===== config.mk =====
export PLATFORM = sky130hd
export DESIGN_NAME = process_slot_list_scheduler_unit
export DESIGN_NICKNAME = d
export VERILOG_FILES = /design/src/rtl/pslsched_pkg.sv /design/src/rtl/pslsched_ram.sv /design/src/rtl/process_slot_list_scheduler_unit.sv
export SDC_FILE = /design/constraint.sdc
export NUM_CORES = 2
export LEC_CHECK = 0
export ABC_CLOCK_PERIOD_IN_PS = 13000
export CAP_MARGIN = 0
export CORE_ASPECT_RATIO = 1.2
export CORE_UTILIZATION = 50
export DETAILED_ROUTE_END_ITERATION = 6
export DONT_BUFFER_PORTS = 1
export GPL_TIMING_DRIVEN = 0
export PLACE_DENSITY_LB_ADDON = 0.05
export SLEW_MARGIN = 20
export SYNTH_ARGS = -nofsm -noshare
export SYNTH_HDL_FRONTEND = slang
export SYNTH_SLANG_ARGS = --single-unit

===== constraint.sdc =====
create_clock -name clk -period 13 [get_ports clk]
set_input_delay 0 -clock clk [delete_from_list [all_inputs] [get_ports clk]]
set_output_delay 0 -clock clk [all_outputs]
set_load 0.1 [all_outputs]

===== src/rtl/pslsched_pkg.sv =====
package pslsched_pkg;

    // operation codes of an input beat
    typedef enum logic [1:0] {
        OP_ALLOC   = 2'd0,
        OP_SLEEP   = 2'd1,
        OP_TICK    = 2'd2,
        OP_PROMOTE = 2'd3
    } op_t;

    // result status codes
    typedef enum logic [1:0] {
        STAT_OK      = 2'd0,
        STAT_NO_FREE = 2'd1,
        STAT_IDLE    = 2'd2
    } status_t;

    // sequencer states
    typedef enum logic [3:0] {
        S_IDLE,
        S_EXEC,
        S_SLEEP,
        S_TPROC,
        S_TFIX,
        S_PPROC,
        S_HRD,
        S_HWAIT,
        S_OUT
    } state_t;

    localparam int unsigned WORD_W = 32;

endpackage


===== src/rtl/pslsched_ram.sv =====
module pslsched_ram #(
    parameter int WIDTH = 8,
    parameter int DEPTH = 16
) (
    input  logic                     clk,
    input  logic                     we,
    input  logic [$clog2(DEPTH)-1:0] waddr,
    input  logic [WIDTH-1:0]         wdata,
    input  logic [$clog2(DEPTH)-1:0] raddr,
    output logic [WIDTH-1:0]         rdata
);

    logic [WIDTH-1:0] mem [DEPTH];
    logic [WIDTH-1:0] rdata_reg;

    // one write port, one registered read port
    always_ff @(posedge clk)
    begin
        if (we)
        begin
            mem[waddr] <= wdata;
        end
        rdata_reg <= mem[raddr];
    end

    assign rdata = rdata_reg;

endmodule


===== src/rtl/process_slot_list_scheduler_unit.sv =====
// channel | handshake                 | payload
// item    | item_valid / item_stall   | operation, page_dir, sleep_ticks
// result  | result_valid/result_stall | status, slot, task_id, running_slot,
//         |                           | running_id, running_page_dir, woken_count, idle
//
// one beat at a time: each operation runs S_EXEC, S_HRD, S_HWAIT and S_OUT; a granted
// sleep adds S_SLEEP, tick adds S_TPROC per sleeping task and S_TFIX per woken task
// behind a task that stays, promote adds S_PPROC per ready task, and S_IDLE comes
// before the next beat, all set by the single read and write port of the record memory.
// item_stall is high from acceptance until the result beat is taken.
// reset clears the list heads and counters; no memory clearing pass is needed.
module process_slot_list_scheduler_unit #(
    parameter int SLOTS = 16
) (
    input  logic                       clk,
    input  logic                       rst_n,
    input  logic                       item_valid,
    output logic                       item_stall,
    input  pslsched_pkg::op_t          operation,
    input  logic [31:0]                page_dir,
    input  logic [31:0]                sleep_ticks,
    output logic                       result_valid,
    input  logic                       result_stall,
    output pslsched_pkg::status_t      status,
    output logic [3:0]                 slot,
    output logic [31:0]                task_id,
    output logic [3:0]                 running_slot,
    output logic [31:0]                running_id,
    output logic [31:0]                running_page_dir,
    output logic [4:0]                 woken_count,
    output logic                       idle
);

    import pslsched_pkg::*;

    localparam int SW = $clog2(SLOTS);
    localparam int LW = $clog2(SLOTS + 1);
    localparam int RW = 4 * WORD_W + LW;
    localparam logic [LW-1:0] NIL = LW'(SLOTS);

    state_t           state_reg, state_next;
    op_t              op_reg, op_next;
    logic [31:0]      pd_reg, pd_next;
    logic [31:0]      st_reg, st_next;
    logic [LW-1:0]    free_reg, free_next;
    logic [LW-1:0]    ready_reg, ready_next;
    logic [LW-1:0]    run_reg, run_next;
    logic [LW-1:0]    sleep_reg, sleep_next;
    logic [LW-1:0]    cur_reg, cur_next;
    logic [LW-1:0]    prev_reg, prev_next;
    logic [RW-1:0]    prec_reg, prec_next;
    logic [31:0]      ctr_reg, ctr_next;
    logic [4:0]       woken_reg, woken_next;
    status_t          status_reg, status_next;
    logic [LW-1:0]    slot_reg, slot_next;
    logic [31:0]      tid_reg, tid_next;
    logic [3:0]       rslot_reg, rslot_next;
    logic [31:0]      rid_reg, rid_next;
    logic [31:0]      rpd_reg, rpd_next;
    logic             idle_reg, idle_next;

    logic             we;
    logic [SW-1:0]    waddr, raddr;
    logic [RW-1:0]    wdata, rdata;

    logic [31:0]      r_id, r_pd, r_cnt, r_lim, cnt_inc;
    logic [LW-1:0]    r_link;
    logic             wake;

    pslsched_ram #(
        .WIDTH (RW),
        .DEPTH (SLOTS)
    ) u_rec (
        .clk   (clk),
        .we    (we),
        .waddr (waddr),
        .wdata (wdata),
        .raddr (raddr),
        .rdata (rdata)
    );

    // record fields: id, page dir, tick count, sleep limit, link
    assign r_id    = rdata[RW-1 -: 32];
    assign r_pd    = rdata[RW-33 -: 32];
    assign r_cnt   = rdata[RW-65 -: 32];
    assign r_lim   = rdata[RW-97 -: 32];
    assign r_link  = rdata[LW-1:0];
    assign cnt_inc = r_cnt + 32'd1;
    assign wake    = (cnt_inc == r_lim);

    // next state
    always_comb
    begin
        state_next = state_reg;
        unique case (state_reg)
            S_IDLE:
            begin
                if (item_valid)
                begin
                    state_next = S_EXEC;
                end
            end
            S_EXEC:
            begin
                unique case (op_reg)
                    OP_ALLOC:   state_next = S_HRD;
                    OP_SLEEP:   state_next = (run_reg == '0) ? S_HRD : S_SLEEP;
                    OP_TICK:    state_next = (cur_reg == NIL) ? S_HRD : S_TPROC;
                    OP_PROMOTE: state_next = (ready_reg == NIL) ? S_HRD : S_PPROC;
                    default:    state_next = S_HRD;
                endcase
            end
            S_SLEEP:
            begin
                state_next = S_HRD;
            end
            S_TPROC:
            begin
                if (wake && prev_reg != NIL)
                begin
                    state_next = S_TFIX;
                end
                else if (r_link == NIL)
                begin
                    state_next = S_HRD;
                end
            end
            S_TFIX:
            begin
                state_next = (cur_reg == NIL) ? S_HRD : S_TPROC;
            end
            S_PPROC:
            begin
                if (r_link == NIL)
                begin
                    state_next = S_HRD;
                end
            end
            S_HRD:   state_next = S_HWAIT;
            S_HWAIT: state_next = S_OUT;
            S_OUT:
            begin
                if (!result_stall)
                begin
                    state_next = S_IDLE;
                end
            end
            default: state_next = S_IDLE;
        endcase
    end

    // datapath and memory control
    always_comb
    begin
        op_next     = op_reg;
        pd_next     = pd_reg;
        st_next     = st_reg;
        free_next   = free_reg;
        ready_next  = ready_reg;
        run_next    = run_reg;
        sleep_next  = sleep_reg;
        cur_next    = cur_reg;
        prev_next   = prev_reg;
        prec_next   = prec_reg;
        ctr_next    = ctr_reg;
        woken_next  = woken_reg;
        status_next = status_reg;
        slot_next   = slot_reg;
        tid_next    = tid_reg;
        rslot_next  = rslot_reg;
        rid_next    = rid_reg;
        rpd_next    = rpd_reg;
        idle_next   = idle_reg;
        we          = 1'b0;
        waddr       = cur_reg[SW-1:0];
        wdata       = rdata;
        raddr       = cur_reg[SW-1:0];
        unique case (state_reg)
            S_IDLE:
            begin
                // take the beat and clear the result fields
                if (item_valid)
                begin
                    op_next     = operation;
                    pd_next     = page_dir;
                    st_next     = sleep_ticks;
                    cur_next    = sleep_reg;
                    prev_next   = NIL;
                    woken_next  = '0;
                    status_next = STAT_OK;
                    slot_next   = '0;
                    tid_next    = '0;
                end
            end
            S_EXEC:
            begin
                unique case (op_reg)
                    OP_ALLOC:
                    begin
                        if (free_reg == NIL)
                        begin
                            status_next = STAT_NO_FREE;
                        end
                        else
                        begin
                            we         = 1'b1;
                            waddr      = free_reg[SW-1:0];
                            wdata      = {ctr_reg + 32'd1, pd_reg, 32'd0, 32'd0, ready_reg};
                            ctr_next   = ctr_reg + 32'd1;
                            ready_next = free_reg;
                            free_next  = (free_reg == NIL - LW'(1)) ? NIL
                                                                     : free_reg + LW'(1);
                            slot_next  = free_reg;
                            tid_next   = ctr_reg + 32'd1;
                        end
                    end
                    OP_SLEEP:
                    begin
                        raddr = run_reg[SW-1:0];
                        if (run_reg == '0)
                        begin
                            status_next = STAT_IDLE;
                        end
                    end
                    OP_TICK:
                    begin
                        raddr = cur_reg[SW-1:0];
                    end
                    OP_PROMOTE:
                    begin
                        raddr = ready_reg[SW-1:0];
                    end
                    default:
                    begin
                        raddr = cur_reg[SW-1:0];
                    end
                endcase
            end
            S_SLEEP:
            begin
                // running head moves onto the sleeping list
                we         = 1'b1;
                waddr      = run_reg[SW-1:0];
                wdata      = {r_id, r_pd, 32'd0, st_reg, sleep_reg};
                sleep_next = run_reg;
                run_next   = r_link;
                slot_next  = run_reg;
                tid_next   = r_id;
            end
            S_TPROC:
            begin
                // one sleeping task per visit
                we       = 1'b1;
                waddr    = cur_reg[SW-1:0];
                raddr    = r_link[SW-1:0];
                cur_next = r_link;
                if (wake)
                begin
                    wdata      = {r_id, r_pd, cnt_inc, r_lim, ready_reg};
                    ready_next = cur_reg;
                    woken_next = woken_reg + 5'd1;
                    if (prev_reg == NIL)
                    begin
                        sleep_next = r_link;
                    end
                end
                else
                begin
                    wdata     = {r_id, r_pd, cnt_inc, r_lim, r_link};
                    prev_next = cur_reg;
                    prec_next = {r_id, r_pd, cnt_inc, r_lim, r_link};
                end
            end
            S_TFIX:
            begin
                // unlink the woken task behind its predecessor
                we        = 1'b1;
                waddr     = prev_reg[SW-1:0];
                wdata     = {prec_reg[RW-1:LW], cur_reg};
                prec_next = {prec_reg[RW-1:LW], cur_reg};
                raddr     = cur_reg[SW-1:0];
            end
            S_PPROC:
            begin
                // pop ready head, push onto running list
                we         = 1'b1;
                waddr      = ready_reg[SW-1:0];
                wdata      = {rdata[RW-1:LW], run_reg};
                run_next   = ready_reg;
                ready_next = r_link;
                raddr      = r_link[SW-1:0];
            end
            S_HRD:
            begin
                raddr = run_reg[SW-1:0];
            end
            S_HWAIT:
            begin
                // idle slot record is never written; its id and page dir are reported as zero
                rslot_next = 4'(run_reg);
                idle_next  = (run_reg == '0);
                rid_next   = (run_reg == '0) ? 32'd0 : r_id;
                rpd_next   = (run_reg == '0) ? 32'd0 : r_pd;
            end
            S_OUT:
            begin
                raddr = run_reg[SW-1:0];
            end
            default:
            begin
                raddr = cur_reg[SW-1:0];
            end
        endcase
    end

    // control registers
    always_ff @(posedge clk or negedge rst_n)
    begin
        if (!rst_n)
        begin
            state_reg <= S_IDLE;
            free_reg  <= LW'(1);
            ready_reg <= NIL;
            run_reg   <= '0;
            sleep_reg <= NIL;
            ctr_reg   <= '0;
        end
        else
        begin
            state_reg <= state_next;
            free_reg  <= free_next;
            ready_reg <= ready_next;
            run_reg   <= run_next;
            sleep_reg <= sleep_next;
            ctr_reg   <= ctr_next;
        end
    end

    // payload registers
    always_ff @(posedge clk)
    begin
        op_reg     <= op_next;
        pd_reg     <= pd_next;
        st_reg     <= st_next;
        cur_reg    <= cur_next;
        prev_reg   <= prev_next;
        prec_reg   <= prec_next;
        woken_reg  <= woken_next;
        status_reg <= status_next;
        slot_reg   <= slot_next;
        tid_reg    <= tid_next;
        rslot_reg  <= rslot_next;
        rid_reg    <= rid_next;
        rpd_reg    <= rpd_next;
        idle_reg   <= idle_next;
    end

    assign item_stall       = (state_reg != S_IDLE);
    assign result_valid     = (state_reg == S_OUT);
    assign status           = status_reg;
    assign slot             = 4'(slot_reg);
    assign task_id          = tid_reg;
    assign running_slot     = rslot_reg;
    assign running_id       = rid_reg;
    assign running_page_dir = rpd_reg;
    assign woken_count      = woken_reg;
    assign idle             = idle_reg;

    // running list always ends in the idle slot, so its head is never null
    a_run_valid: assert property (@(posedge clk) disable iff (!rst_n)
        run_reg != NIL)
        else $error("running head is null");

    // the idle slot never reaches the ready or sleeping lists
    a_idle_lists: assert property (@(posedge clk) disable iff (!rst_n)
        ready_reg != '0 && sleep_reg != '0)
        else $error("idle slot left the running list");

    // free pointer only moves forward within the table
    a_free_range: assert property (@(posedge clk) disable iff (!rst_n)
        free_reg != '0 && free_reg <= NIL)
        else $error("free pointer out of range");

    // an accepted beat always starts execution next
    a_accept_exec: assert property (@(posedge clk) disable iff (!rst_n)
        (item_valid && !item_stall) |=> state_reg == S_EXEC)
        else $error("accepted beat not executed");

    // result only offered while no input is taken
    a_result_excl: assert property (@(posedge clk) disable iff (!rst_n)
        result_valid |-> item_stall)
        else $error("input open while result pending");

endmodule

==> qor.yml <==
run_status:
  status: "finished with violations"
  violations: "design-rule violations"
synth:
  synth_area_sq_mm: 0.104
  ys_seq_area_share_pct: 74.5
  syn_area_per_cell_sq_um: 13.3
  synth-edff-count: 2444
  ys_warn_count: 0
  syn_nets: 7918
  syn_inst: 7842
  synthArstFlopShare_pct: 2.13
  synth_top_flop_cell: "edfxtp_1"
  yosysUniqueCellTypes: 82
  synth_seq_cells: 2633
route:
  wl_per_cell_um: 29.5
  vias_per_cell: 5.94
  detail-route-antenna-nets: 0
  via_count: 67895
  first_pass_iters: 7
  drc: 17
  drt-initial-drc-count: 7916
  drt_wl_total_um: 337000
setup_path:
  crit_end: "u_rec.rdata[3]"
  path_cells: "clkbuf_1, or4b_2, clkbuf_1, o21bai_1, a221oi_1, buf_2, buf_2, clkbuf_1, nand2_1, clkbuf_1, o221ai_1"
  reg2reg_setup_slack_ns: 6.63
  worst_path_largest_cell_delay_ns: 0.97
  crit_required_ns: 13.73
  cp_slowest_cell: "nand2_1"
  crit_type: "reg2reg"
  cp-end-kind: "flip-flop"
  startpoint: "state_reg[1]"
  path_max_fanout: 10
  r2r_end: "u_rec.rdata[3]"
  cp.arrival_ns: 7.10
  worst_r2r_path_depth: 11
  crit_top_cell: "clkbuf_1"
  startpoint_type: "flip-flop"
  reg2reg_from: "state_reg[1]"
global_route:
  top_usage_layer: "met2"
  antenna_found_initial: 29
  use_met1_pct: 41.2
  grt_max_degree: 57
  grt_pass1_wl_um: 477000
  met2_usage_pct: 53.2
  grt_overflow: 0
  grt_pass1_vias: 66274
  groute.layer.met3.usage_pct: 4.76
  groute.usage.overall_pct: 32.1
timing:
  rsz0062_at_grt: "no"
  drv_slew: 0
  timing.final.ws_setup_ns: 6.63
  finalSetupTns_ns: 0
  slew_headroom_pct: 16.9
  finalSetupViolCount: 0
  worstMarginPinSlew_ns: 1.25
  finClkSkew_ns: 0.0580
  period_minus_slack_ns: 6.37
  post-route-period-util_pct: 49.0
  hold_viol_final: 0
  clock.fmax_mhz: 157
final_layout:
  largest_register_ffs: 2128
  num-nets-final: 8514
  syn_to_final_growth_pct: 17.0
  drive_gt1_share_pct: 8.44
  layout_commonest_cell: "edfxtp_1"
  fin_util_pct: 58.8
  mostFrequentLayoutCells: "edfxtp_1, nand2_1, nand3_1, clkbuf_1, clkbuf_16"
floorplanning:
  die_area_sq_mm: 0.210
  core_area_sq_mm: 0.207
  io_pins: 184
  die_w_um: 418
  initial_core_util_pct: 50.2
  die_h_um: 502
  row_count: 183
clock_tree:
  cts-root-buf: "clkbuf_16"
  ctsHoldBuffers: 140
  cts.clk_slew.worst_paths_ns: 0.06
  cts_tree: "done"
  cts_resized: 0
  cts_max_level: 5
  max-clock-path-buffers: 4
  cts_sinks: 2633
  cts_buffers: 281
  post_cts.repair.setup_buffers: 0
  insertion_delay_ns: 0.96
worst_hold_path:
  holdCritStartpoint: "sleep_ticks[25]"
  hold_path_class: "in2reg"
placed_design:
  place_congestion: 0.917
  dp_hpwl_um: 241000
  place_ws_ns: 6.86
  place.port_buffers: 0
flow_run:
  cap_violations: 0
[worst min path at each step]
stage | end | slack, ns | cells past startpoint
5_1_grt | st_reg[3] | 0.18 | 2
3_3_place_gp | ctr_reg[14] | -0.29 | 0
3_5_place_dp | ctr_reg[10] | -0.29 | 0
6_report | st_reg[25] | 0.20 | 2
2_1_floorplan | ctr_reg[0] | -0.30 | 0
4_1_cts | status[0] | 0.12 | 3
[synth_stat cells, drive strengths merged, types with 32 or more instances]
cell type / number / area share, %
clkbuf: 468 / 1.7
and3: 156 / 0.94
mux4: 48 / 1.0
a222oi: 73 / 0.70
mux2i: 32 / 0.31
o21ai: 98 / 0.48
o221ai: 112 / 0.94
dfrtp: 53 / 1.3
xor2: 43 / 0.36
a32oi: 109 / 0.92
nand3: 726 / 3.5
inv: 87 / 0.31
xnor2: 67 / 0.56
a221o: 51 / 0.49
nor2: 139 / 0.50
nor3: 34 / 0.16
nor2b: 168 / 1.0
a31oi: 145 / 0.87
buf: 46 / 0.20
edfxtp: 2444 / 71
nand2: 2333 / 8.4
dfxtp: 133 / 2.6
[worst max-delay path: cells and delay by family, from the launching register on]
family	cells	cell delay, ns
flops	1	0.37
compound gates	3	1.70
buf+inv	6	2.92
simple gates	2	1.17
[layer usage]
layer  part of all wire, %  wire [um]  up-vias
li1                      -          -    30028
met1                    39     130000    34260
met2                    49     165000     2984
met3                   7.3      24500      617
met4                   5.2      17400        6
met5                 0.012         42        -
[area by class of cell]
class / count / area [sq um]
inverters: 87 / 329
clock buffers: 385 / 7850
clock inverters: 96 / 826
diodes: 16 / 40.0
repair buffers: 313 / 5130
flip-flops and latches: 2633 / 77500
well taps: 2775 / 3470
fillers: 16380 / 85300
plain buffers: 514 / 2040
multi-input cells: 4608 / 24500
[through the flow]
| stage | std cells | cell area [sq um] | hold slack (ns) |
|---|---|---|---|
| after floorplan | 7842 | 104000 | -0.296 |
| after global placement | 10617 | 107000 | -0.293 |
| after detailed placement | 10790 | 112000 | -0.292 |
| after CTS | 11411 | 122000 | 0.123 |
| after global routing | 11414 | 122000 | 0.185 |
| final | 11427 | 122000 | 0.200 |
[cell families after synthesis]
family	synth area share, %
multiplexers	1.54
AO/OA/AOI/OAI	5.41
XOR/XNOR	0.993
buffers and inverters	2.20
flip-flops	74.5
adder cells (fa/ha/maj)	0.0722
AND/OR/NAND/NOR	15.3
Power is left out: the tool's default activity adds up to more than one toggle a clock period on the data nets, which glitch-free logic cannot reach.
